`src/hdl/dstre_pkg.sv`:
```
// Shared types, constants and calendar helpers for the DST rule evaluator.
// Has no dependencies; every other file refers to it by scoped names.
package dstre_pkg;

  // Field widths of one input word.
  localparam int RULE_W  = 2;
  localparam int DAY_W   = 5;
  localparam int MONTH_W = 4;
  localparam int YEAR_W  = 14;
  localparam int HOUR_W  = 5;

  // Rule codes. The spare code behaves like no rule.
  localparam logic [RULE_W-1:0] RULE_NONE  = 2'd0;
  localparam logic [RULE_W-1:0] RULE_EU    = 2'd1;
  localparam logic [RULE_W-1:0] RULE_US    = 2'd2;
  localparam logic [RULE_W-1:0] RULE_SPARE = 2'd3;

  // Months that carry a transition.
  localparam logic [MONTH_W-1:0] MONTH_MAR = 4'd3;
  localparam logic [MONTH_W-1:0] MONTH_OCT = 4'd10;
  localparam logic [MONTH_W-1:0] MONTH_NOV = 4'd11;

  // Transition hours in UTC.
  localparam logic [HOUR_W-1:0] EU_HOUR     = 5'd1;
  localparam logic [HOUR_W-1:0] US_ON_HOUR  = 5'd7;
  localparam logic [HOUR_W-1:0] US_OFF_HOUR = 5'd6;

  // Century split: year / 100 as (year * 5243) >> 19, exact for 14-bit years.
  localparam int CENT_W     = 8;
  localparam int RECIP_W    = 13;
  localparam int PROD_W     = YEAR_W + RECIP_W;
  localparam int RECIP_SH   = 19;
  localparam logic [RECIP_W-1:0] CENT_RECIP = 13'd5243;
  localparam int YSUM_W     = 10;

  // Weekday offsets (0 = Sunday) relative to the year code for the days
  // the rules look at: March 31st, October 31st, and the first of March
  // and of November, which share one offset.
  localparam logic [2:0] WD_MAR31 = 3'd5;
  localparam logic [2:0] WD_OCT31 = 3'd2;
  localparam logic [2:0] WD_FIRST = 3'd3;

  // Fields that travel beside the year arithmetic.
  typedef struct packed {
    logic [RULE_W-1:0]  rule;
    logic [DAY_W-1:0]   day;
    logic [MONTH_W-1:0] month;
    logic [HOUR_W-1:0]  hour;
  } item_t;

  // Remainder modulo 7 of a 10-bit value by folding octal digits (8 = 1 mod 7).
  function automatic logic [2:0] mod7(input logic [YSUM_W-1:0] x);
    logic [4:0] s1;
    logic [3:0] s2;
    s1 = 5'(x[9]) + 5'(x[8:6]) + 5'(x[5:3]) + 5'(x[2:0]);
    s2 = 4'(s1[4:3]) + 4'(s1[2:0]);
    if (s2 >= 4'd7) begin
      s2 = s2 - 4'd7;
    end
    return s2[2:0];
  endfunction

  // Weekday of a fixed day given its offset and the year code.
  function automatic logic [2:0] wd_add(input logic [2:0] c, input logic [2:0] yc);
    logic [3:0] s;
    s = {1'b0, c} + {1'b0, yc};
    if (s >= 4'd7) begin
      s = s - 4'd7;
    end
    return s[2:0];
  endfunction

  // Last Sunday of a 31-day month whose last day has weekday offset c.
  function automatic logic [DAY_W-1:0] last_sunday(input logic [2:0] c, input logic [2:0] yc);
    logic [2:0] wd;
    wd = wd_add(c, yc);
    return 5'd31 - {2'b00, wd};
  endfunction

  // First Sunday of March or November.
  function automatic logic [DAY_W-1:0] first_sunday(input logic [2:0] yc);
    logic [2:0] wd;
    wd = wd_add(WD_FIRST, yc);
    return (wd == 3'd0) ? 5'd1 : (5'd8 - {2'b00, wd});
  endfunction

endpackage

```
`src/hdl/dstre_year_code.sv`:
```
// Three-stage pipeline that reduces a Gregorian year to its Zeller year term
// modulo 7. Depends on dstre_pkg.
module dstre_year_code (
  input  logic                          clk,
  input  logic [dstre_pkg::YEAR_W-1:0]  year,
  output logic [2:0]                    year_code
);

  logic [dstre_pkg::PROD_W-1:0]  prod;
  logic [dstre_pkg::CENT_W-1:0]  cent_s1;
  logic [dstre_pkg::YEAR_W-1:0]  year_s1;
  logic [dstre_pkg::YEAR_W-1:0]  hundreds;
  logic [dstre_pkg::YEAR_W-1:0]  rem_full;
  logic [6:0]                    yr2;
  logic [dstre_pkg::YSUM_W-1:0]  ysum;
  logic [dstre_pkg::YSUM_W-1:0]  ysum_s2;

  // Stage 1: century by reciprocal multiplication.
  assign prod = dstre_pkg::PROD_W'(year) * dstre_pkg::PROD_W'(dstre_pkg::CENT_RECIP);

  always_ff @(posedge clk) begin
    cent_s1 <= prod[dstre_pkg::RECIP_SH +: dstre_pkg::CENT_W];
    year_s1 <= year;
  end

  // Stage 2: two-digit year and the Zeller sum k + k/4 + j/4 + 5j.
  assign hundreds = dstre_pkg::YEAR_W'(cent_s1) * 14'd100;
  assign rem_full = year_s1 - hundreds;
  assign yr2      = rem_full[6:0];
  assign ysum     = dstre_pkg::YSUM_W'(yr2) + dstre_pkg::YSUM_W'(yr2[6:2])
                  + dstre_pkg::YSUM_W'(cent_s1[7:2])
                  + dstre_pkg::YSUM_W'(cent_s1) * 10'd5;

  always_ff @(posedge clk) begin
    ysum_s2 <= ysum;
  end

  // Stage 3: reduce modulo 7.
  always_ff @(posedge clk) begin
    year_code <= dstre_pkg::mod7(ysum_s2);
  end

endmodule

```
`src/hdl/dst_rule_evaluator_unit.sv`:
```
// Top level of the DST rule evaluator: input capture, side-field pipeline and
// the rule decision stage. Depends on dstre_pkg and dstre_year_code.
//
// The unit takes one query word in every clock cycle (busy is always low) and
// returns its answer on dst_on with a one-cycle done strobe; dst_on and done
// are registered together, so the answer is valid while done is high. The
// pipeline has four register stages: century split by a reciprocal multiply,
// the Zeller year sum, its modulo-7 reduction, and a final stage that finds the
// transition Sunday and compares day and hour. Results come out in input order
// and cannot be held off.
module dst_rule_evaluator_unit (
  input  logic                           clk,
  input  logic                           rst,
  input  logic                           start,
  output logic                           busy,
  input  logic [dstre_pkg::RULE_W-1:0]   rule_code,
  input  logic [dstre_pkg::DAY_W-1:0]    day,
  input  logic [dstre_pkg::MONTH_W-1:0]  month,
  input  logic [dstre_pkg::YEAR_W-1:0]   year,
  input  logic [dstre_pkg::HOUR_W-1:0]   hour_utc,
  output logic                           done,
  output logic                           dst_on
);

  logic                 accept;
  logic [2:0]           valid;
  dstre_pkg::item_t     item_in;
  dstre_pkg::item_t     item_s1;
  dstre_pkg::item_t     item_s2;
  dstre_pkg::item_t     item_s3;
  logic [2:0]           year_code;
  logic [dstre_pkg::DAY_W-1:0] eu_mar_day;
  logic [dstre_pkg::DAY_W-1:0] eu_oct_day;
  logic [dstre_pkg::DAY_W-1:0] us_nov_day;
  logic [dstre_pkg::DAY_W-1:0] us_mar_day;
  logic                 active_next;

  // The pipeline never stalls.
  assign busy   = 1'b0;
  assign accept = start && !busy;

  assign item_in = '{rule: rule_code, day: day, month: month, hour: hour_utc};

  // Year arithmetic, three stages.
  dstre_year_code u_year (
    .clk       (clk),
    .year      (year),
    .year_code (year_code)
  );

  // Valid bits follow the words through the pipeline.
  always_ff @(posedge clk) begin
    if (rst) begin
      valid <= '0;
      done  <= 1'b0;
    end else begin
      valid <= {valid[1:0], accept};
      done  <= valid[2];
    end
  end

  // Side fields ride beside the year pipeline.
  always_ff @(posedge clk) begin
    item_s1 <= item_in;
    item_s2 <= item_s1;
    item_s3 <= item_s2;
  end

  // Transition days for this year.
  assign eu_mar_day = dstre_pkg::last_sunday(dstre_pkg::WD_MAR31, year_code);
  assign eu_oct_day = dstre_pkg::last_sunday(dstre_pkg::WD_OCT31, year_code);
  assign us_nov_day = dstre_pkg::first_sunday(year_code);
  assign us_mar_day = us_nov_day + 5'd7;

  // Rule decision.
  always_comb begin
    active_next = 1'b0;
    if (item_s3.rule == dstre_pkg::RULE_EU) begin
      priority if (item_s3.month < dstre_pkg::MONTH_MAR
                   || item_s3.month > dstre_pkg::MONTH_OCT) begin
        active_next = 1'b0;
      end else if (item_s3.month == dstre_pkg::MONTH_MAR) begin
        active_next = (item_s3.day > eu_mar_day)
                   || (item_s3.day == eu_mar_day && item_s3.hour >= dstre_pkg::EU_HOUR);
      end else if (item_s3.month == dstre_pkg::MONTH_OCT) begin
        active_next = (item_s3.day < eu_oct_day)
                   || (item_s3.day == eu_oct_day && item_s3.hour < dstre_pkg::EU_HOUR);
      end else begin
        active_next = 1'b1;
      end
    end else if (item_s3.rule == dstre_pkg::RULE_US) begin
      priority if (item_s3.month < dstre_pkg::MONTH_MAR
                   || item_s3.month > dstre_pkg::MONTH_NOV) begin
        active_next = 1'b0;
      end else if (item_s3.month == dstre_pkg::MONTH_MAR) begin
        active_next = (item_s3.day > us_mar_day)
                   || (item_s3.day == us_mar_day && item_s3.hour >= dstre_pkg::US_ON_HOUR);
      end else if (item_s3.month == dstre_pkg::MONTH_NOV) begin
        active_next = (item_s3.day < us_nov_day)
                   || (item_s3.day == us_nov_day && item_s3.hour < dstre_pkg::US_OFF_HOUR);
      end else begin
        active_next = 1'b1;
      end
    end
  end

  // Output register.
  always_ff @(posedge clk) begin
    dst_on <= active_next;
  end

endmodule

```
`config.mk`:
```
export PLATFORM = sky130hd
export DESIGN_NAME = dst_rule_evaluator_unit
export DESIGN_NICKNAME = d
export VERILOG_FILES = /design/src/hdl/dstre_pkg.sv /design/src/hdl/dstre_year_code.sv /design/src/hdl/dst_rule_evaluator_unit.sv
export SDC_FILE = /design/constraint.sdc
export NUM_CORES = 1
export LEC_CHECK = 0
export ABC_AREA = 1
export BUFFER_PORTS_ARGS = -buffer_cell sky130_fd_sc_hd__clkbuf_2
export CORE_AREA = 5 5 131 133
export CTS_BUF_LIST = sky130_fd_sc_hd__clkbuf_8
export DETAILED_ROUTE_END_ITERATION = 10
export DIE_AREA = 0 0 136 138
export GPL_TIMING_DRIVEN = 0
export PLACE_DENSITY = 0.74
export SYNTH_ARGS = -nofsm -noshare
export SYNTH_HDL_FRONTEND = slang
export SYNTH_HIERARCHICAL = 1
export SYNTH_SLANG_ARGS = --single-unit
```
`constraint.sdc`:
```
create_clock -name clk -period 10.2 [get_ports clk]
set_input_delay 1.02 -clock clk [delete_from_list [all_inputs] [get_ports clk]]
set_output_delay 1.02 -clock clk [all_outputs]
set_load 0.02 [all_outputs]
```
== Yosys cells after proc, flatten, opt, wreduce, memory -nomap -nowiden ==
Index checks and enable logic that the tools add are counted.
Word-level totals
  bits of input ports: 33
  flip-flop bits (word level): 81
Cells by class
  order comparisons: 15
  multipliers: 3
  mux-type cells: 13
  $add $sub $neg: 19
  eq/ne operators: 9
  reduce and logical (&&, ||, !) cells: 11
Operators with widths (number)
  $mul A14 B13 Y27 const B: 1
  $eq A5 B5 Y1: 4
  $ge A4 B3 Y1 const B: 4
  $mux W3: 4
  $sub A3 B3 Y3 const B: 4
  $add A10 B10 Y10: 1
  $add A10 B6 Y10: 1
  $add A5 B3 Y5: 2
  $gt A5 B5 Y1: 2
  $lt A5 B5 Y1: 2
  $mul A8 B3 Y10 const B: 1
  $sub A1 B4 Y5 const A: 2
  $add A2 B3 Y4 const A: 2
  $add A7 B5 Y8: 1
  $eq A4 B4 Y1 const B: 2
  $gt A4 B4 Y1 const B: 2
  $mul A8 B5 Y5 const B: 1
  $mux W1: 8
  $sub A7 B7 Y7: 1
  $logic_or A1 B1 Y1: 6
  $add A5 B3 Y5 const B: 1
  $ge A5 B1 Y1 const B: 1
  $ge A5 B3 Y1 const B: 1
  $lt A5 B1 Y1 const B: 1
  other kinds (12): 15

== Depth between registers and ports, before layout ==
Gate-level depths: netlist of run 1.
  depth in word-level cells: 13
  mapped depth: 23

== By module ==
The synthesis of run 1 kept the hierarchy.
By module, submodules not included
  dstre_year_code: area an instance 5809.3 sq um, instances 1, cells an instance 681, sequential area each 560.5 sq um
  dst_rule_evaluator_unit: area an instance 1973.1 sq um, instances 1, cells an instance 202, sequential area each 1061.0 sq um

== Worst setup path after synthesis of run 1 ==
No wires, ideal clock.
  path type: input -> register
  from: input year[10] in the netlist's numbering
  to: register u_year/cent_s1[3] in the netlist's numbering
  data required time: 10088 ps
  arrival time: 4475 ps
  setup time: 112 ps
  slack: 5613 ps
  path buffers: 0
  cell stages on the path: 19
  cell sequence: fa_1 -> ha_1 -> inv_1 -> fa_1 -> inv_1 -> fa_1 -> inv_1 -> fa_1 -> inv_1 -> ha_1 -> nand2_2 -> inv_1 -> nand2_1 -> and2_1 -> nor2_1 -> nor3b_1 -> nand2_1 -> nand2_1 -> nand2_1
Between the ends
  cells in the longest elaborated chain, start to end: 1
Ends and longest elaborated chain
  from (decl): line dst_rule_evaluator_unit.sv:19  | input logic [dstre_pkg::YEAR_W-1:0] year,
  $mul A14 B13 Y27: line dstre_year_code.sv:19  | assign prod = dstre_pkg::PROD_W'(year) * dstre_pkg::PROD_W'(dstre_pkg::CENT_RECIP);
  named net u_year.prod (one bit): line dstre_year_code.sv:9  | logic [dstre_pkg::PROD_W-1:0] prod;
  to (signal assigned): line dstre_year_code.sv:22  | cent_s1 <= prod[dstre_pkg::RECIP_SH +: dstre_pkg::CENT_W];
  to (decl): line dstre_year_code.sv:10  | logic [dstre_pkg::CENT_W-1:0] cent_s1;
The timed path passes the listed nets, and every way through them passes these cells.
A chain may end at the register's enable or synchronous reset.

== Worst setup path after layout of run 1 ==
  from: input year[4] in the netlist's numbering
  to: register u_year/cent_s1[3] in the netlist's numbering
The elaborated chain is that of the path after synthesis.

==> metrics.md, run 1 <==
| Metric | Value |
|---|---|
| Final worst-path cycle share | `48.13%` |
| Prevailing post-synth register cell | `dfxtp_1` |
| Count of state elements after synthesis | `81` |
| Num CTS Buffers | `9` |
| RSZ-0062 raised after global routing | `false` |
| CP startpoint | `year[4]` |
| Ports | `36` |
| YS warnings | `6` |
| Fin nets | `1197` |
| Status | `completed` |
| WP data required | `10.44 ns` |
| Bufs on Longest Clock Path | `2` |
| Sequential cell area | `0.001622 mm²` |
| Synth unique cells | `40` |
| Register area share after synthesis | `20.84%` |
| CTS root buf | `clkbuf_8` |
| Area Overhead vs Synth | `8.617%` |
| Number of buffers inserted by port buffering | `34` |
| WL final | `14.43 mm` |
| Area post-placement | `0.008223 mm²` |
| R2r startpoint | `u_year/cent_s1[0]$_DFF_P_` |
| Max_cap viols | `0` |
| GR Overflow Total | `0` |
| Commonest non-fill, non-tap cell in the layout | `inv_1` |
| Post-Syn Nets | `1152` |
| Post-synth EDFFs | `0` |
| Final Cell Area | `0.008453 mm²` |
| DR iter-0 viols | `184` |
| Fin Setup TNS | `0 ns` |
| Crit path time final | `4.910 ns` |
| Die W | `136 µm` |
| Most frequent cells in the layout | `209 x inv_1, 154 x ha_1, 131 x nand2_1` |
| RePlAce Congestion | `0.9098` |
| Setup WS post-layout | `5.290 ns` |
| Avg Inst Size Synth | `8.814 µm²` |
| Largest net degree at the start of global routing | `17` |
| Remaining DRCs | `0` |
| Filler instances | `1428` |
| Die Ht | `138 µm` |
| CP max FO | `6` |
| Final number of setup-violating endpoints | `0` |
| Fin. Hold Viols | `0` |
| CP endpoint kind | `register` |
| CTS tree | `yes` |
| CP Launch Type | `input pin` |
| Post-CTS Repair Setup Buffers | `0` |
| Hold_buf cts | `0` |
| Hold Crit Start | `item_s2[14]$_DFF_P_` |
| FFs w/ async S/R, synth | `0%` |
| Final ANT Viol Nets | `0` |
| Routed wire per std cell | `12.56 µm` |
| Final Skew | `0.01567 ns` |
| Worst slack, placed | `4.930 ns` |
| Post-DP HPWL | `12.64 mm` |
| First-pass GRT wire length | `25.16 mm` |
| Vias in the first global route | `5748` |
| CTS sink cnt | `81` |
| Critical path type | `in2reg` |
| Die footprint | `0.01877 mm²` |
| H-tree lvl count | `3` |
| Reg clk slew, reported paths | `0.09 ns` |
| Core Area | `0.01571 mm²` |
| Initial core utilization | `49.53%` |
| Cells after synthesis | `883` |
| Fmax | `203.7 MHz` |
| Multi-input logic area | `0.005354 mm²` |
| GR Util All Layers | `16.12%` |
| N_diodes | `0` |
| Vias | `5570` |
| Resize count post-CTS | `0` |
| Hold Path Class | `reg2reg` |
| Layout cell share with drive strength beyond 1 | `7.717%` |
| Pins Over Slew Limit | `0` |
| Drt pass-1 iters | `5` |
| Drt via density | `4.848` |
| Mapped cell area | `0.007782 mm²` |
| WP data arrival | `5.15 ns` |
| Worst skew pair latency | `0.35 ns` |
| Initial antenna violation count | `0` |
| Cell Rows | `46` |
==> worst max-delay path, stage by stage <==
cell	delay [ns]
clkbuf_2	0.21
inv_1	0.13
fa_1	0.54
inv_1	0.04
ha_1	0.21
fa_1	0.54
inv_1	0.05
fa_1	0.46
fa_1	0.54
inv_1	0.04
ha_1	0.35
a21oi_1	0.24
o21ai_0	0.19
nand2_1	0.10
nor3b_1	0.27
nand2_1	0.09
nand2_1	0.07
nand2_1	0.04
==> path summary, 6_finish.rpt <==
path | end | slack [ns] | cells past startpoint
min reg2reg | item_s3[14]$_DFF_P_ | 0.32 | 0
max | u_year/cent_s1[3]$_DFF_P_ | 5.29 | 18
max reg2reg | u_year/ysum_s2[8]$_DFF_P_ | 5.71 | 19
min | item_s3[14]$_DFF_P_ | 0.32 | 0
==> routing by layer <==
| layer | up-vias | GRT usage, % | part of all wire [%] |
|---|---|---|---|
| met5 | - | 0 | 0 |
| met2 | 63 | 29.54 | 52 |
| met1 | 2628 | 19.66 | 44 |
| met4 | 0 | 5.199 | 2.1 |
| met3 | 27 | 1.560 | 2.0 |
| li1 | 2852 | - | - |
==> state kept, by name, summed over array words and instances, names as in the netlist <==
name              flops
item_s1              16
item_s2              16
item_s3              16
u_year/ysum_s2       10
u_year/cent_s1        8
u_year/year_s1        7
u_year/year_code      3
valid                 3
done                  1
dst_on                1
==> kinds of logic (layout without fill, tap and decap cells) <==
| kind of cell | after synthesis | after routing | synth area share [%] |
|---|---|---|---|
| flip-flops | 81 | 81 | 20.84 |
| XOR/XNOR | 29 | 29 | 3.360 |
| AND/OR/NAND/NOR | 247 | 247 | 14.04 |
| buffers and inverters | 214 | 264 | 10.37 |
| AO/OA/AOI/OAI | 75 | 75 | 5.499 |
| adder cells (fa/ha/maj) | 236 | 236 | 45.85 |
| other | 1 | 1 | 0.04819 |
==> synth_stat cells (2+ instances only) <==
cell type | n | area share (%)
inv_1 | 209 | 10
ha_1 | 154 | 25
nand2_1 | 131 | 6.3
fa_1 | 82 | 21
dfxtp_1 | 81 | 21
nor2_1 | 44 | 2.1
a21oi_1 | 40 | 2.6
nand3_1 | 33 | 2.1
xor2_1 | 18 | 2.0
o21ai_0 | 17 | 1.1
nand4_1 | 12 | 0.96
xnor2_1 | 10 | 1.1
nand2_2 | 6 | 0.48
o211ai_1 | 4 | 0.39
o21bai_1 | 4 | 0.39
a21o_1 | 3 | 0.29
inv_2 | 3 | 0.14
nor2_2 | 3 | 0.24
nor3_1 | 3 | 0.19
nor3_2 | 3 | 0.39
and2_1 | 2 | 0.16
nor3b_1 | 2 | 0.19
o2111ai_1 | 2 | 0.23
==> through the flow <==
| step | std cells | hold slack, ns | utilization [%] |
|---|---|---|---|
| 2_1_floorplan | 883 | 0.3096 | - |
| 5_1_grt | 1149 | 0.3230 | 53.80 |
| 6_report | 1149 | 0.3214 | 53.80 |
| 3_5_place_dp | 1133 | 0.3121 | 52.33 |
| 3_3_place_gp | 1133 | 0.3111 | 52.33 |
| 4_1_cts | 1149 | 0.3210 | 53.80 |
==> cell type report <==
cell class,count,share of cell area [%]
multi-input cells,588,63.34
flip-flops and latches,81,19.18
inverters,213,9.458
well taps,216,3.197
repair buffers,34,2.013
clock buffers,9,1.465
clock inverters,7,1.258
plain buffers,1,0.08881
Power of run 1 is not shown: default switching activity piles up to over one toggle a cycle in this logic, so the estimate is an artifact.
==> run 2, diff against run 1 <==
Settings changed: ABC_AREA 1 to 0, CORE_AREA 5 5 131 133 to 5 5 126 128, DIE_AREA 0 0 136 138 to 0 0 131 133, PLACE_DENSITY 0.74 to 0.75.
Clock period 10.2 ns to 4.83 ns, I/O delays scaled along.
==> metrics.md, run 2 <==
| Metric | Value |
|---|---|
| R2R Path End | `u_year/ysum_s2[9]$_DFF_P_` |
| CP endpoint kind | `register` |
| Hold_buf cts | `0` |
| Pins Over Slew Limit | `0` |
| Die footprint | `0.01742 mm²` |
| Final ANT Viol Nets | `0` |
| Yosys top cell by area | `ha_1` |
| Hold Path Class | `in2reg` |
| Die Ht | `133 µm` |
| CP Launch Type | `input pin` |
| Status | `completed` |
| WP data arrival | `4.88 ns` |
| Post-synth EDFFs | `0` |
| Synth cell count leaders | `159 x inv_1, 154 x ha_1, 82 x fa_1, 81 x dfxtp_1, 26 x a21oi_1` |
| CP max FO | `6` |
| Drt pass-1 iters | `4` |
| Most frequent cell after synthesis | `inv_1` |
| Cell Rows | `45` |
| N_diodes | `0` |
| Die W | `131 µm` |
| Ports | `36` |
| Worst slew pin tran | `0.5287 ns` |
| Register area share after synthesis | `22.54%` |
| Routed wire per std cell | `12.34 µm` |
| Largest net degree at the start of global routing | `17` |
| Number of buffers inserted by port buffering | `34` |
| Worst skew pair latency | `0.35 ns` |
| DR iter-0 viols | `111` |
| WP data required | `5.11 ns` |
| Crit path time final | `4.603 ns` |
| CTS root buf | `clkbuf_8` |
| GR Util All Layers | `14.50%` |
| Synth top area cells | `ha_1 27%, fa_1 23%, dfxtp_1 23%, inv_1 8.3%, xnor2_1 3.0%` |
| Core Area | `0.01475 mm²` |
| Filler instances | `1316` |
| Max_cap viols | `0` |
| R2r startpoint | `u_year/cent_s1[0]$_DFF_P_` |
| GR Overflow Total | `0` |
| Final number of setup-violating endpoints | `0` |
| Final worst-path cycle share | `95.29%` |
| Mapped cell area | `0.007196 mm²` |
| Fin Setup TNS | `0 ns` |
| Fin. Hold Viols | `0` |
| Sequential cell area | `0.001623 mm²` |
| Final core utilization | `53.26%` |
| FFs w/ async S/R, synth | `0%` |
| CP startpoint | `year[6]` |
| Initial core utilization | `48.78%` |
| Drt via density | `4.918` |
| RePlAce Congestion | `0.8497` |
| RSZ-0062 raised after global routing | `false` |
| Count of state elements after synthesis | `81` |
| Prevailing post-synth register cell | `dfxtp_1` |
| Fin nets | `999` |
| Rel. slew slack | `63.84%` |
| CTS tree | `yes` |
| Remaining DRCs | `0` |
| Cells after synthesis | `684` |
| Critical path type | `in2reg` |
| Commonest non-fill, non-tap cell in the layout | `inv_1` |
| Fmax | `217.3 MHz` |
| Avg Inst Size Synth | `10.52 µm²` |
| Layout cell share with drive strength beyond 1 | `9.524%` |
| Share of the synthesized area in the top cell type | `26.78%` |
| Initial antenna violation count | `0` |
| Final Skew | `0.008748 ns` |
| CTS sink cnt | `81` |
| Synth unique cells | `50` |
| Depth of the most critical reg-to-reg path | `19` |
| Crit path capture | `u_year/cent_s1[7]$_DFF_P_` |
| WL final | `11.39 mm` |
| Biggest regs | `item_s1: 16 flops, item_s2: 16 flops, item_s3: 16 flops` |
| Bufs on Longest Clock Path | `2` |
| Num CTS Buffers | `9` |
| H-tree lvl count | `3` |
| Most frequent cells in the layout | `158 x inv_1, 154 x ha_1, 82 x fa_1` |
| Vias in the first global route | `4733` |
| Vias | `4539` |
| Reg clk slew, reported paths | `0.09 ns` |
| Multi-input logic area | `0.004967 mm²` |
| Post-DP HPWL | `9.977 mm` |
| Flop2flop setup slack | `0.29 ns` |
| YS warnings | `6` |
| Area Overhead vs Synth | `9.181%` |
| First-pass GRT wire length | `20.54 mm` |
| Post-Syn Nets | `953` |
[run 2: cell count changes in the layout (fill, tap and decap cells not counted), sizes merged, moves of 15 or more]
| cell | delta |
|---|---|
| nand3 | -24 |
| xnor2 | +15 |
| nand2 | -127 |
| inv | -52 |
| nor2 | -29 |
[run 2: through the flow]
step                      std cells  worst slack, ns  hold WS (ns)  cell area, µm²
after floorplan                 684           0.4565        0.3096            7196
after global placement          906          -0.2576        0.3103            7601
after detailed placement        906          -0.2951        0.3121            7601
after CTS                       922          0.05548        0.2101            7831
after global routing            923         0.004766        0.2035            7856
final                           923           0.2273        0.2285            7856
[run 2: logic make-up (layout without fill, tap and decap cells)]
| logic type | count (synthesis) | after routing | share of synthesized area, % |
|---|---|---|---|
| buffers and inverters | 162 | 213 | 8.625 |
| adder cells (fa/ha/maj) | 236 | 236 | 49.59 |
| multiplexers | 6 | 6 | 0.9389 |
| AO/OA/AOI/OAI | 85 | 85 | 7.981 |
| flip-flops | 81 | 81 | 22.54 |
| other | 1 | 1 | 0.05211 |
| XOR/XNOR | 37 | 37 | 4.504 |
| AND/OR/NAND/NOR | 76 | 76 | 5.773 |
[run 2: final cells by class]
class                      instances  area share [%]
clock inverter                     7           1.354
tap                              188           2.994
timing repair buffer              35           2.293
sequential                        81           20.66
inverter                         159           7.597
buffer                             3          0.3026
clock buffer                       9           1.577
multi-input combinational        441           63.23
[run 2: what timing repair did]
action,in CTS,in global routing
buffers inserted,0,1
endpoints found under the hold margin,0,0
endpoints found under the setup margin,0,6
resized for setup,0,6
[run 2: worst min-delay path by stage]
stage	from	endpoint	slack, ns	cells after the start
2_1_floorplan	item_s1[0]$_DFF_P_	item_s2[0]$_DFF_P_	0.31	0
3_3_place_gp	item_s2[2]$_DFF_P_	item_s3[2]$_DFF_P_	0.31	0
3_5_place_dp	item_s2[1]$_DFF_P_	item_s3[1]$_DFF_P_	0.31	0
4_1_cts	month[1]	item_s1[6]$_DFF_P_	0.21	1
5_1_grt	month[0]	item_s1[5]$_DFF_P_	0.20	1
6_report	month[1]	item_s1[6]$_DFF_P_	0.23	1
[run 2: worst max-delay path, stage by stage]
cell	delay, ns
clkbuf_2	0.22
inv_1	0.13
fa_1	0.51
inv_1	0.05
ha_1	0.21
fa_1	0.54
inv_1	0.05
fa_1	0.48
fa_1	0.55
inv_1	0.04
ha_1	0.34
a21oi_1	0.18
o221ai_1	0.17
a31oi_2	0.24
and4b_4	0.30
o211ai_2	0.10
a21oi_1	0.16
xnor2_1	0.14
[run 2: per-layer routing]
metal	vias to the layer above	global-route usage, %	wire [µm]
met5	-	0	0
met2	48	25.42	5738
met3	9	2.059	261
met1	2170	18.61	5260
met4	0	3.600	130
li1	2312	-	-
Power of run 2 is left out for the same reason.
==> run 3, diff against run 2 <==
Settings changed: CTS_BUF_LIST sky130_fd_sc_hd__clkbuf_8 to not set.
==> metrics.md, run 3 (synthesized netlist as in run 2, its figures left out) <==
| Metric | Value |
|---|---|
| N_diodes | `0` |
| GR Overflow Total | `0` |
| CTS root buf | `clkbuf_16` |
| Drt via density | `4.914` |
| Layout cell share with drive strength beyond 1 | `9.524%` |
| RSZ-0062 raised after global routing | `false` |
| Die Ht | `133 µm` |
| Placed cell count | `906` |
| Final Skew | `0.006044 ns` |
| WL final | `11.60 mm` |
| Biggest regs | `item_s1: 16 flops, item_s2: 16 flops, item_s3: 16 flops` |
| WHS | `0.2521 ns` |
| Layout Cells excl Fill | `923` |
| Delay-heaviest family, CP | `adder cells` |
| Worst skew pair latency | `0.33 ns` |
| Fin nets | `999` |
| Core Area | `0.01475 mm²` |
| Slowest CP cell | `fa_1` |
| Worst path cell trace | `clkbuf_2, fa_1, ha_1, inv_1, fa_1, inv_1, fa_1, inv_1, fa_1, inv_1, ha_1, nand3_1, nor3_1, nand4_1, and4b_4, o211ai_2, a21oi_1, xnor2_1` |
| Final worst-path cycle share | `95.30%` |
| Fin Setup TNS | `0 ns` |
| CTS tree | `yes` |
| Largest net degree at the start of global routing | `17` |
| Worst path max stage delay | `0.52 ns` |
| Commonest non-fill, non-tap cell in the layout | `inv_1` |
| Number of buffers inserted by port buffering | `34` |
| Hold_buf cts | `0` |
| Initial antenna violation count | `0` |
| Die W | `131 µm` |
| DR iter-0 viols | `112` |
| RePlAce Congestion | `0.8497` |
| WP data required | `5.04 ns` |
| Fmax | `217.3 MHz` |
| Area Overhead vs Synth | `10.66%` |
| Final ANT Viol Nets | `0` |
| CTS sink cnt | `81` |
| Most frequent cells in the layout | `158 x inv_1, 154 x ha_1, 82 x fa_1` |
| Reg clk slew, reported paths | `0.06 ns` |
| Ports | `36` |
| Bufs on Longest Clock Path | `2` |
| First-pass GRT wire length | `20.81 mm` |
| Pins Over Slew Limit | `0` |
| Worst slew pin tran | `0.5221 ns` |
| Remaining DRCs | `0` |
| Fin. Hold Viols | `0` |
| CP endpoint kind | `register` |
| H-tree lvl count | `3` |
| Setup WS post-layout | `0.2272 ns` |
| Worst slack, placed | `-0.2951 ns` |
| Crit path time final | `4.603 ns` |
| Status | `completed` |
| Max_cap viols | `0` |
| Rel. slew slack | `64.29%` |
| Initial core utilization | `48.78%` |
| Cell Rows | `45` |
| Final number of setup-violating endpoints | `0` |
| Vias | `4536` |
| Drt pass-1 iters | `4` |
| Die footprint | `0.01742 mm²` |
| WP data arrival | `4.82 ns` |
| Hold Path Class | `in2reg` |
| Vias in the first global route | `4761` |
| Routed wire per std cell | `12.57 µm` |
| Worst path bufs/invs | `5` |
| Critical path type | `in2reg` |
| Post-DP HPWL | `9.977 mm` |
| CP Launch Type | `input pin` |
| Num CTS Buffers | `9` |
| CP max FO | `6` |
| Filler instances | `1286` |
| GR Util All Layers | `14.67%` |
## run 3: through the flow
step                cell area [µm²]  util [%]
floorplan                      7196         -
global placement               7601     51.53
detailed placement             7601     51.53
CTS                            7933     53.77
global route                   7963     53.98
finish                         7963     53.98
## run 3: path summary, 6_finish.rpt
kind,slack (ns),endpoint,cells past startpoint,start
worst min-delay path,0.25,item_s1[4]$_DFF_P_,1,hour_utc[4]
worst min register to register,0.32,item_s3[15]$_DFF_P_,0,item_s2[15]$_DFF_P_
worst max-delay path,0.23,u_year/cent_s1[7]$_DFF_P_,18,year[10]
worst max register to register,0.31,u_year/ysum_s2[9]$_DFF_P_,19,u_year/cent_s1[0]$_DFF_P_
## run 3: metal layers
| metal | track usage (%) | vias up | routed length, µm |
|---|---|---|---|
| met5 | 0 | - | 0 |
| met4 | 3.086 | 0 | 155 |
| met3 | 2.342 | 11 | 248 |
| met2 | 25.90 | 47 | 5895 |
| met1 | 18.75 | 2166 | 5305 |
| li1 | - | 2312 | - |
## run 3: repair_timing
item / CTS / global route
resized for setup: 0 / 10
endpoints found under the setup margin: 0 / 6
buffers inserted: 0 / 1
## run 3: area by class of cell
type,instances,area [µm²],share of cell area (%)
clock inverter,7,106.4,1.336
sequential,81,1623,20.38
inverter,159,596.8,7.495
multi-input combinational,441,4967,62.38
tap,188,235.2,2.954
buffer,3,23.77,0.2986
clock buffer,9,225.2,2.828
timing repair buffer,35,185.2,2.326
Power of run 3 is left out for the same reason.
